`src/pse_pkg.sv`:
```
// Package for the postfix stack evaluator: symbol codes, flag layout and shared types.
// Used by pse_divider and postfix_stack_evaluator.
package pse_pkg;

   localparam logic [7:0] SYM_ZERO  = 8'h30;
   localparam logic [7:0] SYM_NINE  = 8'h39;
   localparam logic [7:0] SYM_SPACE = 8'h20;
   localparam logic [7:0] SYM_TAB   = 8'h09;
   localparam logic [7:0] SYM_PLUS  = 8'h2B;
   localparam logic [7:0] SYM_MINUS = 8'h2D;
   localparam logic [7:0] SYM_MUL   = 8'h2A;
   localparam logic [7:0] SYM_DIV   = 8'h2F;
   localparam logic [7:0] SYM_MOD   = 8'h25;
   localparam logic [7:0] SYM_POW   = 8'h24;

   typedef enum logic [3:0] {
      ST_IDLE,
      ST_POP_R,
      ST_WAIT_R,
      ST_POP_L,
      ST_WAIT_L,
      ST_EXEC,
      ST_DIV,
      ST_POW,
      ST_PUSH,
      ST_FINAL,
      ST_FINAL_WAIT,
      ST_OUT
   } state_type;

   typedef struct packed {
      logic bad;
      logic div0;
      logic over;
      logic under;
   } flags_type;

   typedef struct packed {
      logic start;
      logic busy;
      logic done;
   } div_ctrl_type;

endpackage

```
`src/pse_divider.sv`:
```
// Iterative signed 32-bit divider, one quotient bit per cycle.
// Depends on pse_pkg for the control struct.
module pse_divider
   import pse_pkg::*;
(
   input  logic               clock,
   input  logic               reset,
   input  logic               start,
   input  logic signed [31:0] dividend,
   input  logic signed [31:0] divisor,
   output div_ctrl_type       ctrl,
   output logic        [31:0] quotient,
   output logic        [31:0] remainder
);

   logic [31:0] quo_ff, quo_in;
   logic [32:0] rem_ff, rem_in;
   logic [31:0] den_ff, den_in;
   logic [5:0]  cnt_ff, cnt_in;
   logic        qneg_ff, qneg_in, rneg_ff, rneg_in;
   logic        busy_ff, busy_in, done_ff, done_in;
   logic [32:0] trial;

   always_comb begin
      quo_in  = quo_ff;
      rem_in  = rem_ff;
      den_in  = den_ff;
      cnt_in  = cnt_ff;
      qneg_in = qneg_ff;
      rneg_in = rneg_ff;
      busy_in = busy_ff;
      done_in = 1'b0;
      trial   = {rem_ff[31:0], quo_ff[31]} - {1'b0, den_ff};
      if (start) begin
         quo_in  = dividend[31] ? 32'(-dividend) : dividend;
         den_in  = divisor[31] ? 32'(-divisor) : divisor;
         rem_in  = '0;
         cnt_in  = 6'd32;
         qneg_in = dividend[31] ^ divisor[31];
         rneg_in = dividend[31];
         busy_in = 1'b1;
      end else if (busy_ff) begin
         if (!trial[32]) begin
            rem_in = trial;
            quo_in = {quo_ff[30:0], 1'b1};
         end else begin
            rem_in = {rem_ff[31:0], quo_ff[31]};
            quo_in = {quo_ff[30:0], 1'b0};
         end
         cnt_in = cnt_ff - 6'd1;
         if (cnt_ff == 6'd1) begin
            busy_in = 1'b0;
            done_in = 1'b1;
         end
      end
   end

   always_ff @(posedge clock) begin
      quo_ff  <= quo_in;
      rem_ff  <= rem_in;
      den_ff  <= den_in;
      cnt_ff  <= cnt_in;
      qneg_ff <= qneg_in;
      rneg_ff <= rneg_in;
      if (reset) begin
         busy_ff <= 1'b0;
         done_ff <= 1'b0;
      end else begin
         busy_ff <= busy_in;
         done_ff <= done_in;
      end
   end

   assign ctrl.start = start;
   assign ctrl.busy  = busy_ff;
   assign ctrl.done  = done_ff;
   assign quotient   = qneg_ff ? 32'(-quo_ff) : quo_ff;
   assign remainder  = rneg_ff ? 32'(-rem_ff[31:0]) : rem_ff[31:0];

endmodule

```
`config.mk`:
```
export PLATFORM = sky130hd
export DESIGN_NAME = pse_divider
export DESIGN_NICKNAME = d
export VERILOG_FILES = /design/src/pse_pkg.sv /design/src/pse_divider.sv
export SDC_FILE = /design/constraint.sdc
export NUM_CORES = 1
export LEC_CHECK = 0
export BUFFER_PORTS_ARGS = -buffer_cell sky130_fd_sc_hd__buf_4
export CAP_MARGIN = 20
export CORE_MARGIN = 5
export CORE_UTILIZATION = 45
export DETAILED_ROUTE_END_ITERATION = 7
export PLACE_DENSITY = 0.65
export SLEW_MARGIN = 20
export SYNTH_ARGS = -nofsm -noshare
export SYNTH_HDL_FRONTEND = slang
export SYNTH_SLANG_ARGS = --single-unit
```
`constraint.sdc`:
```
create_clock -name clock -period 3.2 [get_ports clock]
set_clock_uncertainty 0.1 [all_clocks]
set_input_delay 0 -clock clock [delete_from_list [all_inputs] [get_ports clock]]
set_output_delay 0 -clock clock [all_outputs]
set_load 0.02 [all_outputs]
```
==> flow_summary.yaml, run 1 <==
run_status:
  status: "finished, final reports clean"
layout:
  final_core_util: 0.6111
  fin_nets: 1266
  layout-drive-gt1-share: 0.2300
  stdcell_count: 1394
  diodes: 0
  final_area_mm2: 0.01105
  syn_to_final_growth_pct: 32.93
route:
  ant_nets: 0
  wl_per_cell_um: 15.80
  drt_pre_antenna_iters: 5
  remaining_drc_errors: 0
  initialDrtViolationCount: 342
  viasPerCell: 5.422
  wirelength_um: 22030
  dr_total_vias: 7558
setup_path:
  arrival_ps: 3140
  start_kind: "primary input"
  cp.required_ps: 3200
  crit_type: "in2reg"
  end_kind: "flip-flop"
  crit_fanout: 4
  r2r_cells: 16
sta:
  fin_crit_sh: 0.9830
  period_minus_slack_ps: 3146
  fmax_ghz: 0.3179
  finalSetupViolations: 0
  slew_headroom: 0.2684
  rsz0062_at_grt: "true"
  slew_viol_final: 0
  worst_pin_slew_ps: 1097
  hold_viol_final: 0
  finalSetupTns_ps: 0
hold_path:
  hold_depth: 3
  hp-class: "in2reg"
floorplanning:
  die_w_um: 145.9
  initial_core_util: 0.4597
  boundaryPins: 134
  die_h_um: 145.9
  core-area_mm2: 0.01809
  num_rows: 49
  dieArea_mm2: 0.02129
power:
  power_frac_comb: 0.402
  p_sw_frac: 0.3440
  power_uw: 4745
  p_int_uw: 3113
  p_clk_frac: 0.229
  seq_power_share: 0.369
  ir_worst_vdd_uv: 256.1
  powerDensity_mw_per_mm2: 429.4
  p_switching_uw: 1633
  p_leak_uw: 0.004466
synthesis:
  syn-num-nets: 1045
  ys_ff_latch: 106
  ys.flop_type: "edfxtp_1"
  async_flop_share: 0
  synth_cell_types: 63
  synth_edf_count: 66
  yosysSeqAreaShare: 0.3347
  synth_area_per_cell_um2: 8.854
  netlist_instances: 939
  yosys_warnings: 0
  netlist_area_mm2: 0.008314
placement:
  hpwl_um: 16060
  port_buffers: 133
  place_congestion: 0.8755
  placed_cells: 1293
  placed_cell_area_mm2: 0.009731
clock_network:
  cts.htree.levels: 3
  clkSlewWorstSetupHoldPaths_ps: 70
  cts_tree: "done"
  root_buffer: "clkbuf_16"
  clockBufferDepth: 2
  clock_latency_ps: 350
  cts.sinks: 106
  cts_inserted_buffers: 9
global_route:
  gr-total-overflow: 0
  antenna_found_initial: 0
  track_usage: 0.2002
  grt_pass1_vias: 7121
  grt_pass1_wl_um: 35670
  grt_start_max_net_pins: 105
flow_run:
  drv_cap: 0
==> repair_timing <==
action	in CTS	in global routing
hold buffers	73	0
pin swaps	2	9
hold endpoints to repair	69	0
gates cloned	0	1
setup endpoints to repair	40	51
gates resized for setup	17	29
buffers inserted	2	9
==> logic make-up (layout without fill, tap and decap cells) <==
family / Yosys count / after routing / synth area share
AND/OR/NAND/NOR: 265 / 265 / 0.1654
AO/OA/AOI/OAI: 255 / 255 / 0.2029
XOR/XNOR: 153 / 153 / 0.1612
flip-flops: 106 / 106 / 0.3347
buffers and inverters: 98 / 324 / 0.04831
adder cells (fa/ha/maj): 39 / 39 / 0.05959
multiplexers: 23 / 23 / 0.02799
==> cell usage after synthesis (all sizes together), types with 8 or more instances <==
cell type,number,area (µm²)
a211oi,21,157.7
a21o,17,127.6
a21oi,54,270.3
a31oi,8,50.05
buf,15,88.83
clkbuf,33,125.1
dfxtp,40,800.8
edfxtp,66,1982
ha,38,475.5
inv,50,187.7
mux2i,21,210.2
nand2,74,277.8
nand2b,14,95.09
nand3,13,75.07
nor2,81,311.6
nor2b,10,62.56
nor3,8,40.04
o21ai,66,330.3
o31ai,35,272.8
o41ai,19,196.4
or3,21,136.4
or4,19,172.7
xnor2,108,945.9
xor2,45,394.1
==> state kept, by name, summed over array words and instances, names as in the netlist <==
name,flops
quo_ff,32
busy_ff,1
den_ff,32
qneg_ff,1
rem_ff,32
rneg_ff,1
cnt_ff,6
done_ff,1
==> worst max-delay path, stage by stage <==
cell and delay [ps]:
dlygate4sd3_1 550, buf_4 140, or4_4 570, nor4_4 170, nand2b_1 160, or4_4 530, nand2b_4 180, o31ai_4 200
xnor2_1 80, dlygate4sd3_1 550
==> per-stage QoR <==
step	worst slack (ps)	hold slack, ps
global route	-39.39	18.88
CTS	1.795	7.800
global placement	59.44	63.82
finish	54.48	28.74
floorplan	41.15	-27.62
detailed placement	-49.81	76.76
==> cell usage in the layout, fill, tap and decap left out, types with 9 or more instances in the layout <==
cell,netlist,final
buf_4,6,181
xnor2_1,108,108
nor2_1,80,80
nand2_1,74,73
dlygate4sd3_1,0,73
edfxtp_1,66,66
o21ai_0,66,61
a21oi_1,54,53
inv_1,49,48
xor2_1,45,44
dfxtp_1,40,38
ha_1,38,37
o31ai_1,33,24
mux2i_1,21,21
a211oi_1,21,21
a21o_1,17,17
o41ai_1,15,14
nand2b_1,13,13
or3_1,20,12
or4_4,8,11
clkbuf_16,0,10
nor2b_1,10,9
or3_4,1,9
==> cell type report <==
| cell class | instances | area, µm² |
|---|---|---|
| clock buffer | 13 | 240.2 |
| clock inverter | 3 | 40.04 |
| timing repair buffer | 258 | 2166 |
| fill | 1594 | 7034 |
| sequential | 106 | 2785 |
| inverter | 50 | 187.7 |
| multi-input combinational | 735 | 5346 |
| tap | 229 | 286.5 |
==> power by group through the flow <==
stage	logic [µW]	registers (µW)	clock network, µW
after detailed placement	1750	1770	0
after global placement	1730	1770	0
final	1910	1750	1090
after CTS	1860	1740	1120
after floorplan	1130	1730	0
after global routing	2080	1770	1180
==> per-layer routing <==
layer / share of wire / wire (µm) / track usage / up-vias
met2: 0.48 / 10500 / 0.3387 / 186
li1: - / - / - / 3831
met3: 0.047 / 1029 / 0.02741 / 13
met4: 0.0099 / 217 / 0.05033 / 0
met5: 0 / 0 / 0 / -
met1: 0.47 / 10280 / 0.2710 / 3528
==> path summary, 6_finish.rpt <==
kind                               start  slack, ps                      end
setup / recovery              divisor[6]         50     den_ff[25]$_DFFE_PP_
hold / removal              dividend[20]         30     quo_ff[20]$_DFFE_PP_
setup reg to reg    quo_ff[31]$_DFFE_PP_        110  rem_ff[31]$_SDFFE_PP0P_
hold reg to reg   cnt_ff[0]$_SDFFE_PP0P_        390   cnt_ff[0]$_SDFFE_PP0P_
(Power assumes the default switching activity.)
==> run 2: changes to the inputs <==
--- a/config.mk
+++ b/config.mk
@@ -7,10 +7,12 @@
 export LEC_CHECK = 0
 export BUFFER_PORTS_ARGS = -buffer_cell sky130_fd_sc_hd__buf_4
 export CAP_MARGIN = 20
+export CELL_PAD_IN_SITES_DETAIL_PLACEMENT = 0
+export CELL_PAD_IN_SITES_GLOBAL_PLACEMENT = 1
 export CORE_MARGIN = 5
-export CORE_UTILIZATION = 45
+export CORE_UTILIZATION = 40
 export DETAILED_ROUTE_END_ITERATION = 7
-export PLACE_DENSITY = 0.65
+export PLACE_DENSITY = 0.75
 export SLEW_MARGIN = 20
 export SYNTH_ARGS = -nofsm -noshare
 export SYNTH_HDL_FRONTEND = slang
==> run 2 against run 1 <==
Sequential power barely moved. Total power grew 1.7%. Non-clock buffer count up 8. Clock power hardly changed. Highest routed layer unchanged. Count of clock-buffer cells in the layout down 2. Wire length rose by 4.0%. Setup slack got worse by 52 ps. Worst hold slack got worse by 15 ps. Die area increased by 12%. Global-route usage decreased by 1.6 points.
==> flow_summary.yaml, run 2 (synthesis results as in run 1) <==
floorplanning:
  boundaryPins: 134
  die_w_um: 154.2
  die_h_um: 154.2
  initial_core_util: 0.4083
  dieArea_mm2: 0.02377
  num_rows: 52
  core-area_mm2: 0.02036
placement:
  port_buffers: 133
  place_congestion: 0.9032
  hpwl_um: 16690
  placed_cells: 1343
  post-place-ws_ps: -51.09
clock_network:
  cts.sinks: 106
  cts_tree: "done"
  clockBufferDepth: 2
  root_buffer: "clkbuf_16"
  clkSlewWorstSetupHoldPaths_ps: 70
  clock_latency_ps: 350
  cts_inserted_buffers: 9
  cts.htree.levels: 3
global_route:
  track_usage: 0.1844
  grt_pass1_vias: 7179
  grt_start_max_net_pins: 55
  gr-total-overflow: 0
  grt_pass1_wl_um: 36430
  antenna_found_initial: 0
setup_path:
  start_kind: "flip-flop"
  crit_type: "reg2reg"
  arrival_ps: 3310
  crit_fanout: 7
  cp.required_ps: 3310
  end_kind: "flip-flop"
power:
  p_sw_frac: 0.3486
  p_int_uw: 3143
  p_clk_frac: 0.230
  p_switching_uw: 1682
  seq_power_share: 0.360
  ir_worst_vdd_uv: 264.0
  powerDensity_mw_per_mm2: 424.6
  p_leak_uw: 0.004598
  power_frac_comb: 0.410
  power_uw: 4825
sta:
  worst_slack_ps: 2.504
  fmax_ghz: 0.3127
  finalSetupViolations: 0
  hold_viol_final: 0
  fin_crit_sh: 0.9992
  slew_headroom: 0.2662
  worst_pin_slew_ps: 1101
  rsz0062_at_grt: "true"
  period_minus_slack_ps: 3197
  slew_viol_final: 0
layout:
  final_common_cell: "buf_4"
  stdcell_count: 1443
  layout-drive-gt1-share: 0.2532
  largestRegisters: "den_ff: 32 flops, quo_ff: 32 flops, rem_ff: 32 flops"
  diodes: 0
  fill_cells: 1869
  final_core_util: 0.5580
  fin_nets: 1274
  syn_to_final_growth_pct: 36.67
  mostFrequentLayoutCells: "buf_4, xnor2_1, nor2_1, nand2_1, dlygate4sd3_1"
route:
  remaining_drc_errors: 0
  dr_total_vias: 7525
  drt_pre_antenna_iters: 5
  wl_per_cell_um: 15.87
  initialDrtViolationCount: 366
  wirelength_um: 22900
  viasPerCell: 5.215
  ant_nets: 0
flow_run:
  drv_cap: 0
hold_path:
  hp-class: "in2reg"
run_status:
  status: "finished, final reports clean"
## run 2: cell type report
class	instances	area, µm²	share of cell area
clock buffers	11	232.7	0.02048
well taps	270	337.8	0.02973
multi-input cells	735	5498	0.4838
flip-flops and latches	106	2786	0.2452
inverters	50	190.2	0.01674
clock inverters	5	55.05	0.004845
repair buffers	266	2263	0.1992
## run 2: metal layers
layer / part of all wire / vias to the layer above / global-route usage
li1: - / 3845 / -
met1: 0.48 / 3469 / 0.2602
met3: 0.047 / 20 / 0.02319
met5: 0 / - / 0
met4: 0.015 / 0 / 0.04710
met2: 0.45 / 191 / 0.3003
## run 2: stage by stage
stage / hold WS (ps) / area (µm²) / TNS, ps
2_1_floorplan: -27.62 / 8314 / 0
3_3_place_gp: 67.12 / 9837 / 0
3_5_place_dp: 72.22 / 9837 / -449.2
4_1_cts: 7.384 / 11010 / 0
5_1_grt: 19.31 / 11360 / -3101
6_report: 13.78 / 11360 / 0
## run 2: power by group through the flow
stage / clock network, µW / registers (µW) / logic [µW]
after floorplan: 0 / 1730 / 1130
after global placement: 0 / 1760 / 1780
after detailed placement: 0 / 1760 / 1780
after CTS: 1150 / 1730 / 1910
after global routing: 1200 / 1760 / 2150
final: 1110 / 1740 / 1980
## run 2: final timing paths
path,depth (start not counted),startpoint,end,slack (ps)
setup / recovery,14,den_ff[0]$_DFFE_PP_,rem_ff[9]$_SDFFE_PP0P_,3
hold / removal,1,start,den_ff[26]$_DFFE_PP_,10
setup reg to reg,14,den_ff[0]$_DFFE_PP_,rem_ff[9]$_SDFFE_PP0P_,3
hold reg to reg,2,cnt_ff[0]$_SDFFE_PP0P_,cnt_ff[0]$_SDFFE_PP0P_,400
## run 2: critical path: stages, from the launching register on
cell and delay, ps:
edfxtp_1 430, ha_4 200, fa_2 390, nor2b_4 150, o2111ai_2 160, nand3_2 130
a31o_4 180, o31ai_4 70, o31ai_2 240, buf_4 170, xor2_4 240, buf_6 150
clkbuf_16 160, mux2i_2 210, a211oi_2 80
## run 2: timing repair
item                                    CTS  global route
gates cloned                              1             1
buffers inserted                          4            10
hold buffers                             75             0
resized for setup                        18            71
endpoints found under the setup margin   42            50
pin swaps                                 4            41
endpoints found under the hold margin    64             0
==> run 3: changes to the inputs <==
--- a/config.mk
+++ b/config.mk
@@ -13,6 +13,7 @@
 export CORE_UTILIZATION = 40
 export DETAILED_ROUTE_END_ITERATION = 7
 export PLACE_DENSITY = 0.75
+export REMOVE_ABC_BUFFERS = 1
 export SLEW_MARGIN = 20
 export SYNTH_ARGS = -nofsm -noshare
 export SYNTH_HDL_FRONTEND = slang
==> run 3 against run 2 <==
Non-clock buffer count decreased by 3. Cell area decreased by 2.2%. Critical path depth decreased by 6. Core utilization decreased by 1.2 points. Sequential power about the same. Global-route usage increased by 0.95 points. Count of clock-buffer cells in the layout decreased by 2. Final cell count decreased by 0.21%. Worst hold slack improved by 14 ps. Critical endpoint is now remainder[28]. Highest routed layer unchanged.
==> flow_summary.yaml, run 3 (synthesis results as in run 1) <==
run_status:
  status: "finished, final reports clean"
route:
  viasPerCell: 5.283
  ant_nets: 0
  initialDrtViolationCount: 345
  drt_pre_antenna_iters: 4
  remaining_drc_errors: 0
  wirelength_um: 23590
  wl_per_cell_um: 16.38
  dr_total_vias: 7608
layout:
  syn_to_final_growth_pct: 33.63
  diodes: 0
  largestRegisters: "den_ff: 32 flops, quo_ff: 32 flops, rem_ff: 32 flops"
  mostFrequentLayoutCells: "buf_4, xnor2_1, nor2_1, nand2_1, dlygate4sd3_1"
  final_common_cell: "buf_4"
  layout-drive-gt1-share: 0.2385
  fill_cells: 1855
  fin_nets: 1271
  regArea_mm2: 0.002788
  final_core_util: 0.5456
  multi_input_area_mm2: 0.005313
setup_path:
  start_kind: "flip-flop"
  cp-startpoint: "rem_ff[6]$_SDFFE_PP0P_"
  crit_type: "reg2out"
  end_kind: "primary output"
  cp.required_ps: 3100
  r2r_cells: 16
  arrival_ps: 3010
  reg2reg_to: "rem_ff[31]$_SDFFE_PP0P_"
  crit_fanout: 4
  crit_end: "remainder[28]"
  r2r_start: "quo_ff[31]$_DFFE_PP_"
  rrSetupSlack_ps: 170
global_route:
  grt.met2_usage: 0.3367
  use_met3: 0.02179
  track_usage: 0.1938
  antenna_found_initial: 0
  gr-total-overflow: 0
  met1_usage: 0.2539
  top_usage_layer: "met2"
  grt_start_max_net_pins: 48
  grt_pass1_vias: 7387
  grt_pass1_wl_um: 37850
clock_network:
  clockBufferDepth: 2
  cts_tree: "done"
  cts.sinks: 106
  clkSlewWorstSetupHoldPaths_ps: 80
  cts_inserted_buffers: 9
  root_buffer: "clkbuf_16"
  cts.htree.levels: 3
  clock_latency_ps: 360
power:
  power_frac_comb: 0.399
  p_sw_frac: 0.3517
  p_int_uw: 3126
  ir_worst_vdd_uv: 262.2
  power_uw: 4822
  seq_power_share: 0.361
  p_leak_uw: 0.004482
  p_switching_uw: 1696
  powerDensity_mw_per_mm2: 434.0
  p_clk_frac: 0.240
sta:
  hold_viol_final: 0
  fin_crit_sh: 0.9719
  slew_viol_final: 0
  slew_headroom: 0.2521
  fin_hold_ws_ps: 28.10
  finalSetupViolations: 0
  worst_slack_ps: 89.96
  fmax_ghz: 0.3215
  worst_pin_slew_ps: 1122
  period_minus_slack_ps: 3110
  rsz0062_at_grt: "true"
placement:
  hpwl_um: 17270
  place_congestion: 0.8410
  post-place-ws_ps: -91.09
  port_buffers: 133
floorplanning:
  core-area_mm2: 0.02036
  die_h_um: 154.2
  dieArea_mm2: 0.02377
  initial_core_util: 0.4083
  boundaryPins: 134
  die_w_um: 154.2
  num_rows: 52
hold_path:
  hp-class: "in2reg"
flow_run:
  drv_cap: 0
-- run 3: cell count changes in the layout (fill, tap and decap cells not counted), sizes merged --
| cell | delta |
|---|---|
| buf | +3 |
| clkbuf | -3 |
| clkinv | -2 |
| clkinvlp | +3 |
| dlymetal6s4s | -5 |
| inv | +1 |
-- run 3: layout make-up --
class	instances	area share
Tap cell	270	0.03041
Sequential cell	106	0.2509
Inverter	50	0.01689
Timing Repair Buffer	263	0.1966
Clock inverter	7	0.006757
Multi-Input combinational cell	735	0.4782
Clock buffer	9	0.02027
-- run 3: worst min path at each step --
stage,start,to,slack [ps],depth (start not counted)
floorplan,start,ctrl[2],-100,0
global placement,reset,busy_ff$_SDFF_PP0_,70,2
detailed placement,reset,busy_ff$_SDFF_PP0_,70,2
CTS,dividend[3],quo_ff[3]$_DFFE_PP_,0.1,3
global route,dividend[3],quo_ff[3]$_DFFE_PP_,40,3
finish,dividend[15],quo_ff[15]$_DFFE_PP_,30,3
-- run 3: worst max-delay path, cell delays in order (launching register included) --
cell and delay (ps):
dfxtp_1 370, or4_4 590, nor4_4 180, nand3_1 160
or3_1 430, or3_4 410, o21ai_1 180, xnor2_1 160
buf_4 170
-- run 3: layer usage --
metal,vias up,part of all wire
met4,0,0.018
li1,3838,-
met5,-,0
met1,3576,0.45
met3,27,0.040
met2,167,0.49
-- run 3: repair_timing --
| item | 4_1_cts | 5_1_grt |
|---|---|---|
| gates resized for setup | 11 | 28 |
| pin swaps | 3 | 2 |
| hold buffers | 69 | 0 |
| setup buffers | 5 | 3 |
| endpoints found under the hold margin | 63 | 0 |
| endpoints found under the setup margin | 34 | 47 |
-- run 3: stage by stage --
| stage | setup TNS (ps) | instance area (µm²) | std cells |
|---|---|---|---|
| finish | 0 | 11110 | 1440 |
| global route | -229.1 | 11110 | 1440 |
| CTS | 0 | 10950 | 1437 |
| detailed placement | -419.5 | 9879 | 1347 |
| global placement | 0 | 9879 | 1347 |
| floorplan | -51470 | 8100 | 891 |
-- run 3: power by group through the flow --
| stage | Combinational [µW] | Sequential, µW | Clock, µW |
|---|---|---|---|
| floorplan | 1070 | 1750 | 0 |
| global placement | 1780 | 1770 | 0 |
| detailed placement | 1780 | 1770 | 0 |
| CTS | 1890 | 1740 | 1180 |
| global route | 2100 | 1760 | 1240 |
| finish | 1930 | 1740 | 1160 |
